File: src/hw/rtl/pmpg_pkg.sv
// Shared types, register indexes and fixed-point helpers for the power meter
// page generator. No dependencies; every other file imports this package.
package pmpg_pkg;

   localparam int SLOTS_PER_CYCLE = 64;
   localparam int SLOT_W          = $clog2(SLOTS_PER_CYCLE);

   localparam int CSR_ADDR_W = 3;
   localparam int CSR_DATA_W = 32;
   localparam int REQ_W      = 40;
   localparam int RSP_W      = 64;

   // Register indexes on the configuration port.
   localparam logic [CSR_ADDR_W-1:0] REG_BASE_POWER      = 3'd0;
   localparam logic [CSR_ADDR_W-1:0] REG_VARY_ENABLE     = 3'd1;
   localparam logic [CSR_ADDR_W-1:0] REG_SERIAL_NUMBER   = 3'd2;
   localparam logic [CSR_ADDR_W-1:0] REG_MANUFACTURER_ID = 3'd3;
   localparam logic [CSR_ADDR_W-1:0] REG_MODEL_NUMBER    = 3'd4;
   localparam logic [CSR_ADDR_W-1:0] REG_POWER_PAGE_ID   = 3'd5;
   localparam logic [CSR_ADDR_W-1:0] REG_MANU_PAGE_ID    = 3'd6;
   localparam logic [CSR_ADDR_W-1:0] REG_PRODUCT_PAGE_ID = 3'd7;

   localparam logic [7:0] POWER_PAGE_RESET   = 8'd16;
   localparam logic [7:0] MANU_PAGE_RESET    = 8'd80;
   localparam logic [7:0] PRODUCT_PAGE_RESET = 8'd81;

   localparam logic [7:0] BYTE_FILL   = 8'hFF;
   localparam logic [7:0] COMMON_REV  = 8'h01;
   localparam logic [31:0] ADJUST_GAP_MS = 32'd1000;

   // Reciprocal constants; each is exact over the operand range it is used on.
   localparam logic [17:0] RECIP_100 = 18'd167773;  // 2^24 / 100, rounded up
   localparam logic [17:0] RECIP_25  = 18'd167773;  // 2^22 / 25, rounded up
   localparam logic [18:0] RECIP_5   = 19'd419431;  // 2^21 / 5, rounded up
   localparam logic [17:0] CEIL_100  = 18'd99;

   typedef struct packed {
      logic        base_load;
      logic [15:0] base_value;
      logic        vary_enable;
      logic [31:0] serial_number;
      logic [15:0] manufacturer_id;
      logic [15:0] model_number;
      logic [7:0]  power_page_id;
      logic [7:0]  manu_page_id;
      logic [7:0]  product_page_id;
      logic [15:0] bound_hi;
      logic [15:0] bound_lo;
   } cfg_type;

   typedef struct packed {
      logic [7:0] byte7;
      logic [7:0] byte6;
      logic [7:0] byte5;
      logic [7:0] byte4;
      logic [7:0] byte3;
      logic [7:0] byte2;
      logic [7:0] byte1;
      logic [7:0] byte0;
   } page_type;

   // floor(base * 1105 / 1000) saturated to 16 bits, computed as
   // base + floor(floor(base * 21 / 8) / 25).
   function automatic logic [15:0] bound_high(input logic [15:0] base);
      logic [20:0] times21;
      logic [35:0] prod;
      logic [16:0] sum;
      times21 = 21'(base) * 21'd21;
      prod    = 36'(times21[20:3]) * 36'(RECIP_25);
      sum     = 17'(base) + 17'(prod[35:22]);
      bound_high = sum[16] ? 16'hFFFF : sum[15:0];
   endfunction

   // floor(base * 95 / 100), computed as floor(floor(base * 19 / 4) / 5).
   function automatic logic [15:0] bound_low(input logic [15:0] base);
      logic [20:0] times19;
      logic [37:0] prod;
      times19 = 21'(base) * 21'd19;
      prod    = 38'(times19[20:2]) * 38'(RECIP_5);
      bound_low = prod[36:21];
   endfunction

endpackage

File: src/hw/rtl/power_meter_page_generator.sv
// Bicycle power meter page generator: one 8-byte page for every broadcast slot.
// An item enters an input register and its page moves into the result register
// once that register is empty or being read out, so rsp_tvalid rises after the
// item has passed both registers, and one item is taken every cycle as long as
// rsp_tready is high. The rate is set by pmpg_core updating effective power,
// accumulated power and event count together for each slot. A write of the base
// power loads the effective power and the clamp bounds at that same clock edge.
// Uses pmpg_pkg; instantiates pmpg_csr and pmpg_core.
module power_meter_page_generator import pmpg_pkg::*; (
   input  logic                  clock,
   input  logic                  reset,
   input  logic                  req_tvalid,
   output logic                  req_tready,
   // Bits from low: now_ms[31:0], jitter_percent[34:32], zero fill.
   input  logic [REQ_W-1:0]      req_tdata,
   output logic                  rsp_tvalid,
   input  logic                  rsp_tready,
   // Bits from low: page_byte0 .. page_byte7, eight bits each.
   output logic [RSP_W-1:0]      rsp_tdata,
   input  logic                  csr_we,
   input  logic [CSR_ADDR_W-1:0] csr_addr,
   input  logic [CSR_DATA_W-1:0] csr_wdata
);

   cfg_type cfg;

   pmpg_csr u_csr (
      .clock     (clock),
      .reset     (reset),
      .csr_we    (csr_we),
      .csr_addr  (csr_addr),
      .csr_wdata (csr_wdata),
      .cfg       (cfg)
   );

   pmpg_core u_core (
      .clock      (clock),
      .reset      (reset),
      .cfg        (cfg),
      .req_tvalid (req_tvalid),
      .req_tready (req_tready),
      .req_tdata  (req_tdata),
      .rsp_tvalid (rsp_tvalid),
      .rsp_tready (rsp_tready),
      .rsp_tdata  (rsp_tdata)
   );

endmodule

File: src/hw/rtl/pmpg_csr.sv
// Configuration registers of the power meter page generator, including the
// clamp bounds that are worked out when the base power is written. Uses pmpg_pkg.
module pmpg_csr import pmpg_pkg::*; (
   input  logic                  clock,
   input  logic                  reset,
   input  logic                  csr_we,
   input  logic [CSR_ADDR_W-1:0] csr_addr,
   input  logic [CSR_DATA_W-1:0] csr_wdata,
   output cfg_type               cfg
);

   logic        vary_ff;
   logic [31:0] serial_ff;
   logic [15:0] manu_ff;
   logic [15:0] model_ff;
   logic [7:0]  power_id_ff;
   logic [7:0]  manu_id_ff;
   logic [7:0]  product_id_ff;
   logic [15:0] hi_ff;
   logic [15:0] lo_ff;

   // The base power itself is not kept; only the clamp bounds derived from it are.
   always_ff @(posedge clock) begin
      if (reset) begin
         vary_ff       <= 1'b0;
         serial_ff     <= '0;
         manu_ff       <= '0;
         model_ff      <= '0;
         power_id_ff   <= POWER_PAGE_RESET;
         manu_id_ff    <= MANU_PAGE_RESET;
         product_id_ff <= PRODUCT_PAGE_RESET;
         hi_ff         <= '0;
         lo_ff         <= '0;
      end else if (csr_we) begin
         case (csr_addr)
            REG_BASE_POWER: begin
               hi_ff   <= bound_high(csr_wdata[15:0]);
               lo_ff   <= bound_low(csr_wdata[15:0]);
            end
            REG_VARY_ENABLE:     vary_ff       <= csr_wdata[0];
            REG_SERIAL_NUMBER:   serial_ff     <= csr_wdata;
            REG_MANUFACTURER_ID: manu_ff       <= csr_wdata[15:0];
            REG_MODEL_NUMBER:    model_ff      <= csr_wdata[15:0];
            REG_POWER_PAGE_ID:   power_id_ff   <= csr_wdata[7:0];
            REG_MANU_PAGE_ID:    manu_id_ff    <= csr_wdata[7:0];
            REG_PRODUCT_PAGE_ID: product_id_ff <= csr_wdata[7:0];
            default: ;
         endcase
      end
   end

   always_comb begin
      cfg.base_load       = csr_we && (csr_addr == REG_BASE_POWER);
      cfg.base_value      = csr_wdata[15:0];
      cfg.vary_enable     = vary_ff;
      cfg.serial_number   = serial_ff;
      cfg.manufacturer_id = manu_ff;
      cfg.model_number    = model_ff;
      cfg.power_page_id   = power_id_ff;
      cfg.manu_page_id    = manu_id_ff;
      cfg.product_page_id = product_id_ff;
      cfg.bound_hi        = hi_ff;
      cfg.bound_lo        = lo_ff;
   end

endmodule

File: src/hw/rtl/pmpg_vary.sv
// Percent scaling and clamping of the effective power for one adjustment.
// Purely combinational; uses the reciprocal constants of pmpg_pkg.
module pmpg_vary import pmpg_pkg::*; (
   input  logic              [15:0] effective,
   input  logic signed       [2:0]  jitter,
   input  logic              [15:0] bound_hi,
   input  logic              [15:0] bound_lo,
   output logic              [15:0] adjusted
);

   logic        neg;
   logic [16:0] mag;
   logic [17:0] numer;
   logic [35:0] prod;
   logic [11:0] delta;
   logic [16:0] scaled;

   // e * (100 + j) / 100 = e + floor(e * j / 100), with j limited to -2..2.
   always_comb begin
      neg = jitter[2];
      if (neg) begin
         mag = (jitter == 3'sb111) ? {1'b0, effective} : {effective, 1'b0};
      end else if (jitter[1]) begin
         mag = {effective, 1'b0};
      end else if (jitter[0]) begin
         mag = {1'b0, effective};
      end else begin
         mag = '0;
      end
      // A negative quotient rounds toward minus infinity, so round up the magnitude.
      numer  = neg ? (18'(mag) + CEIL_100) : 18'(mag);
      prod   = 36'(numer) * 36'(RECIP_100);
      delta  = prod[35:24];
      scaled = neg ? (17'(effective) - 17'(delta)) : (17'(effective) + 17'(delta));
      if (scaled > 17'(bound_hi)) begin
         adjusted = bound_hi;
      end else if (scaled < 17'(bound_lo)) begin
         adjusted = bound_lo;
      end else begin
         adjusted = scaled[15:0];
      end
   end

endmodule

File: src/hw/rtl/pmpg_core.sv
// Slot pipeline: input register, power/counter state, page assembly and the
// result register. Uses pmpg_pkg and instantiates pmpg_vary.
module pmpg_core import pmpg_pkg::*; (
   input  logic             clock,
   input  logic             reset,
   input  cfg_type          cfg,
   input  logic             req_tvalid,
   output logic             req_tready,
   input  logic [REQ_W-1:0] req_tdata,
   output logic             rsp_tvalid,
   input  logic             rsp_tready,
   output logic [RSP_W-1:0] rsp_tdata
);

   logic              in_valid_ff;
   logic [31:0]       now_ff;
   logic signed [2:0] jit_ff;
   logic [15:0]       eff_ff;
   logic [15:0]       eff_in;
   logic [15:0]       acc_ff;
   logic [15:0]       acc_in;
   logic [7:0]        event_ff;
   logic [7:0]        event_in;
   logic [SLOT_W-1:0] slot_ff;
   logic              manu_next_ff;
   logic [31:0]       last_ff;
   logic              rsp_valid_ff;
   page_type          rsp_ff;
   page_type          rsp_in;
   logic              fire;
   logic              adjust;
   logic [31:0]       elapsed;
   logic [15:0]       adjusted;

   assign fire       = in_valid_ff && (!rsp_valid_ff || rsp_tready);
   assign req_tready = !in_valid_ff || fire;
   assign rsp_tvalid = rsp_valid_ff;
   assign rsp_tdata  = rsp_ff;

   pmpg_vary u_vary (
      .effective (eff_ff),
      .jitter    (jit_ff),
      .bound_hi  (cfg.bound_hi),
      .bound_lo  (cfg.bound_lo),
      .adjusted  (adjusted)
   );

   always_comb begin
      elapsed  = now_ff - last_ff;
      adjust   = cfg.vary_enable && (elapsed > ADJUST_GAP_MS);
      eff_in   = adjust ? adjusted : eff_ff;
      acc_in   = acc_ff + eff_in;
      event_in = event_ff + 8'd1;
      rsp_in.byte2 = BYTE_FILL;
      if (slot_ff == '0) begin
         rsp_in.byte1 = BYTE_FILL;
         rsp_in.byte3 = COMMON_REV;
         if (manu_next_ff) begin
            rsp_in.byte0 = cfg.manu_page_id;
            rsp_in.byte4 = cfg.manufacturer_id[7:0];
            rsp_in.byte5 = cfg.manufacturer_id[15:8];
            rsp_in.byte6 = cfg.model_number[7:0];
            rsp_in.byte7 = cfg.model_number[15:8];
         end else begin
            rsp_in.byte0 = cfg.product_page_id;
            rsp_in.byte4 = cfg.serial_number[7:0];
            rsp_in.byte5 = cfg.serial_number[15:8];
            rsp_in.byte6 = cfg.serial_number[23:16];
            rsp_in.byte7 = cfg.serial_number[31:24];
         end
      end else begin
         rsp_in.byte0 = cfg.power_page_id;
         rsp_in.byte1 = event_in;
         rsp_in.byte3 = BYTE_FILL;
         rsp_in.byte4 = acc_in[7:0];
         rsp_in.byte5 = acc_in[15:8];
         rsp_in.byte6 = eff_in[7:0];
         rsp_in.byte7 = eff_in[15:8];
      end
   end

   always_ff @(posedge clock) begin
      if (reset) begin
         in_valid_ff  <= 1'b0;
         rsp_valid_ff <= 1'b0;
         eff_ff       <= '0;
         acc_ff       <= '0;
         event_ff     <= '0;
         slot_ff      <= '0;
         manu_next_ff <= 1'b0;
         last_ff      <= '0;
      end else begin
         if (req_tready) begin
            in_valid_ff <= req_tvalid;
         end
         if (fire) begin
            rsp_valid_ff <= 1'b1;
         end else if (rsp_tready) begin
            rsp_valid_ff <= 1'b0;
         end
         if (cfg.base_load) begin
            eff_ff <= cfg.base_value;
         end else if (fire) begin
            eff_ff <= eff_in;
         end
         if (fire) begin
            acc_ff   <= acc_in;
            event_ff <= event_in;
            slot_ff  <= (slot_ff == SLOT_W'(SLOTS_PER_CYCLE - 1)) ? '0 : slot_ff + 1'b1;
            if (slot_ff == '0) begin
               manu_next_ff <= !manu_next_ff;
            end
            if (adjust) begin
               last_ff <= now_ff;
            end
         end
      end
   end

   always_ff @(posedge clock) begin
      if (req_tvalid && req_tready) begin
         now_ff <= req_tdata[31:0];
         jit_ff <= req_tdata[34:32];
      end
      if (fire) begin
         rsp_ff <= rsp_in;
      end
   end

   // An adjusted power always lands inside the clamp window.
   a_eff_in_window: assert property (@(posedge clock) disable iff (reset)
      fire && adjust && !cfg.base_load |=>
         (eff_ff <= $past(cfg.bound_hi)) && (eff_ff >= $past(cfg.bound_lo)))
      else $error("effective power left the clamp window");

   // Each slot advances the event count by exactly one.
   a_event_step: assert property (@(posedge clock) disable iff (reset)
      fire |=> event_ff == $past(event_ff) + 8'd1)
      else $error("event count did not advance by one");

   // Slot zero sends a common page, all other slots a power page.
   a_page_kind: assert property (@(posedge clock) disable iff (reset)
      fire |=> (rsp_ff.byte3 == COMMON_REV) == ($past(slot_ff) == '0))
      else $error("page kind does not match slot");

   // A waiting item in the input register is never dropped.
   a_hold_item: assert property (@(posedge clock) disable iff (reset)
      in_valid_ff && !fire |=> in_valid_ff && $stable(now_ff) && $stable(jit_ff))
      else $error("pending item lost");

   // Common pages alternate between product and manufacturer.
   a_common_toggle: assert property (@(posedge clock) disable iff (reset)
      fire && slot_ff == '0 |=> manu_next_ff != $past(manu_next_ff))
      else $error("common page did not alternate");

endmodule
File: config.mk
export PLATFORM = sky130hd
export DESIGN_NAME = power_meter_page_generator
export DESIGN_NICKNAME = d
export VERILOG_FILES = /design/src/hw/rtl/pmpg_pkg.sv /design/src/hw/rtl/power_meter_page_generator.sv /design/src/hw/rtl/pmpg_csr.sv /design/src/hw/rtl/pmpg_vary.sv /design/src/hw/rtl/pmpg_core.sv
export SDC_FILE = /design/constraint.sdc
export NUM_CORES = 2
export LEC_CHECK = 0
export BUFFER_PORTS_ARGS = -buffer_cell sky130_fd_sc_hd__buf_2
export CAP_MARGIN = 15
export CORE_UTILIZATION = 37
export CTS_BUF_LIST = sky130_fd_sc_hd__clkbuf_16
export DETAILED_ROUTE_END_ITERATION = 6
export PLACE_DENSITY = 0.61
export SLEW_MARGIN = 30
export SYNTH_ARGS = -nofsm -noshare
export SYNTH_HDL_FRONTEND = slang
export SYNTH_SLANG_ARGS = --single-unit
File: constraint.sdc
create_clock -name clock -period 14.25 [get_ports clock]
set_input_delay 1.425 -clock clock [delete_from_list [all_inputs] [get_ports clock]]
set_output_delay 1.425 -clock clock [all_outputs]
set_load 0.02 [all_outputs]
==> metrics.md <==
| Metric | Value |
|---|---|
| Pre-antenna DRT Iters | 7 |
| Vias/cell | 5.037 |
| Arr. time, crit path | 14.70 ns |
| Die Wd | 325.8 um |
| Final Hold Fails | 0 |
| Sequential share of the synthesized area | 0.1693 |
| Pre-CTS setup slack | -0.7217 ns |
| Simple-Gate Fraction of Synth Area | 0.1093 |
| Die Y | 325.8 um |
| Inst Count DP | 6077 |
| Mux contribution to synthesized area | 0.01781 |
| Core area | 0.1038 mm^2 |
| Ys flop type | dfxtp_1 |
| Vias in the first global route | 31.43k |
| WL/cell | 17.08 um |
| XOR/XNOR share of the synthesized area | 0.03749 |
| Unrepaired setup endpoints after global routing | yes |
| Share of cells above drive strength 1 | 0.1544 |
| Largest family of logic cells by synthesized area | adder cells |
| Num Clock Sinks | 286 |
| Area Growth Syn to Fin | 17.00% |
| DRC | 0 |
| CP dominant cell by count | fa_1 |
| Commonest cells in the netlist | inv_1 (875), ha_1 (662), nand2_1 (459), fa_1 (416), a21oi_1 (309) |
| Post-Synth Adder-Cell Area | 0.4283 |
| Final setup violation count | 6 |
| Nature of the critical path startpoint | flop |
| Number of port buffers | 131 |
| 1st-iter DRT viols | 1762 |
| Top-area cell type share of the netlist area | 0.2147 |
| Tmin final | 14.42 ns |
| Max-slew violations | 0 |
| Post-Syn Area | 0.03879 mm^2 |
| Crit. End Element | flop |
| TritonCTS buffer count | 34 |
| Synth Area in Compound Gates | 0.1355 |
| Clk_skew | 0.04433 ns |
| Row count | 118 |
| Layout net count | 5926 |
| Period utilisation layout | 1.012 |
| Worst-path clk slew | 0.06 ns |
| DP Wirelength | 86150 um |
| Failing checks | setup timing |
| Clk buf depth | 3 |
| Cell taking the most area after synthesis | fa_1 |
| Slowest Stage Delay on Critical Path | 0.54 ns |
| Initial antenna violation count | 7 |
| Required @ worst endpoint | 14.53 ns |
| Post-synth cell types | 99 |
| Post-Synthesis Cells | 4381 |
| Global-route wire length before repair | 168000 um |
| Seq cells post-synth | 286 |
| Synth top area cells | fa_1 (21%), ha_1 (21%), dfxtp_1 (10%) |
| Post-synth EDFFs | 84 |
| Post-DRT Antenna Nets | 0 |
| Count leader, synth | inv_1 |
| Largest net degree at the start of global routing | 112 |
| Avg Inst Size Synth | 8.853 um^2 |
| Worst reg-to-reg setup slack | -0.17 ns |
| Global route overflow | 0 |
| Setup TNS | -0.5271 ns |
| Worst rel slew slack | 0.3132 |
| Vias | 31.11k |
| Clock root buffer | clkbuf_16 |
| CTS tree | built |
| Yosys warns | 0 |
| H-tree depth | 2 |
| Post-Layout Cell Count | 6176 |
| Hold WC Path Type | flop to flop |
| Status | complete, but fails checks |
| GRT Util Overall | 0.1978 |
| Setup CP Type | flop to flop |
| Worst Tran Pin Value | 1.030 ns |
| Final worst setup slack | -0.1673 ns |
| Detailed Route WL | 105500 um |
| Max Clock Freq | 0.06936 GHz |
| GPL Wtd Cong | 0.9117 |
| MaxCap Viol Count | 0 |
| Async SR Flop Fraction | 0 |
| Die area | 0.1061 mm^2 |
| Worst-skew pair later-pin latency | 0.57 ns |
| Initial Util | 0.3737 |
| CP max FO | 5 |
| I/O Pins | 146 |
| Crit-path slowest cell | fa_1 |
==> per-layer routing <==
| layer | vias up | global-route usage | part of all wire |
|---|---|---|---|
| met3 | 150 | 0.03124 | 0.052 |
| met5 | - | 0 | 0.00039 |
| met2 | 660 | 0.3292 | 0.47 |
| met1 | 15068 | 0.2670 | 0.45 |
| met4 | 6 | 0.04889 | 0.024 |
| li1 | 15224 | - | - |
==> cell usage in the layout, fill, tap and decap left out, drive strengths merged, types with 18 or more instances in the layout <==
cell / netlist / layout
inv: 875 / 885
ha: 662 / 662
buf: 42 / 494
nand2: 460 / 460
fa: 416 / 416
a21oi: 310 / 310
dfxtp: 202 / 202
nor2: 196 / 196
o21ai: 151 / 151
xnor2: 112 / 112
edfxtp: 84 / 84
mux2i: 60 / 60
a21o: 59 / 59
xor2: 54 / 54
nor3: 45 / 45
nand3: 43 / 43
nor2b: 34 / 34
clkbuf: 109 / 34
o21a: 31 / 31
nand2b: 26 / 26
and3: 26 / 26
a221oi: 23 / 23
a211oi: 23 / 23
or3: 22 / 22
nand4: 21 / 21
and2: 19 / 19
a31oi: 18 / 18
or2: 18 / 18
==> path summary, 6_finish.rpt <==
check | startpoint | end | cells past startpoint
max | u_core.jit_ff[1] | u_core.rsp_tdata[47] | 71
min | u_csr.lo_ff[8] | u_csr.lo_ff[8] | 2
max reg2reg | u_core.jit_ff[1] | u_core.rsp_tdata[47] | 71
min reg2reg | u_csr.lo_ff[8] | u_csr.lo_ff[8] | 2
==> state kept, by name, summed over array words and instances (netlist names), 16 cells and up <==
register,flops
u_core.acc_ff,16
u_core.eff_ff,16
u_core.last_ff,32
u_core.now_ff,32
u_core.rsp_tdata,49
u_csr.hi_ff,16
u_csr.lo_ff,16
u_csr.manu_ff,16
u_csr.model_ff,16
u_csr.serial_ff,32
==> worst max-delay path: cells and delay by family, from the launching register on <==
kind | cells | cell delay [ns]
DFF | 1 | 0.51
muxes | 1 | 0.36
and+or+nand+nor | 16 | 2.77
xor gates and xnor gates | 5 | 0.81
buffers and inverters | 11 | 1.29
AOI/OAI and AO/OA | 28 | 4.59
adders and majority gates | 10 | 3.77
==> what timing repair did <==
action | CTS | global route
hold endpoints to repair | 0 | 0
setup endpoints to repair | 13 | 20
resized for setup | 71 | 89
hold buffers | 0 | 0
pin swaps | 62 | 47
setup buffers | 14 | 21
==> final cells by class <==
type | instances | area (um^2)
fill | 10170 | 58410
antenna | 3 | 7.507
timing repair buffer | 494 | 3452
inverter | 876 | 3289
sequential | 286 | 6568
tap | 1380 | 1727
multi-input combinational | 3076 | 29210
clock inverter | 27 | 276.5
clock buffer | 34 | 850.8
==> metrics by stage <==
step / instance area [um^2] / hold slack, ns / utilization
6_report: 45380 / 0.4478 / 0.4372
5_1_grt: 45380 / 0.4662 / 0.4372
4_1_cts: 44820 / 0.4518 / 0.4318
3_5_place_dp: 43240 / 0.4442 / 0.4166
3_3_place_gp: 43230 / 0.4408 / 0.4165
2_1_floorplan: 39050 / 0.4318 / -
==> kinds of logic (layout without fill, tap and decap cells) <==
kind of cell | after synthesis | in the layout
mux | 67 | 67
fa+ha+maj | 1078 | 1078
buf+inv | 1027 | 1431
xor+xnor | 166 | 166
other cells | 1 | 12
flops | 286 | 286
compound gates | 811 | 811
simple gates | 945 | 945
Power is left out: the tool's default activity adds up to more than one toggle a clock period on the data nets, which glitch-free logic cannot reach.
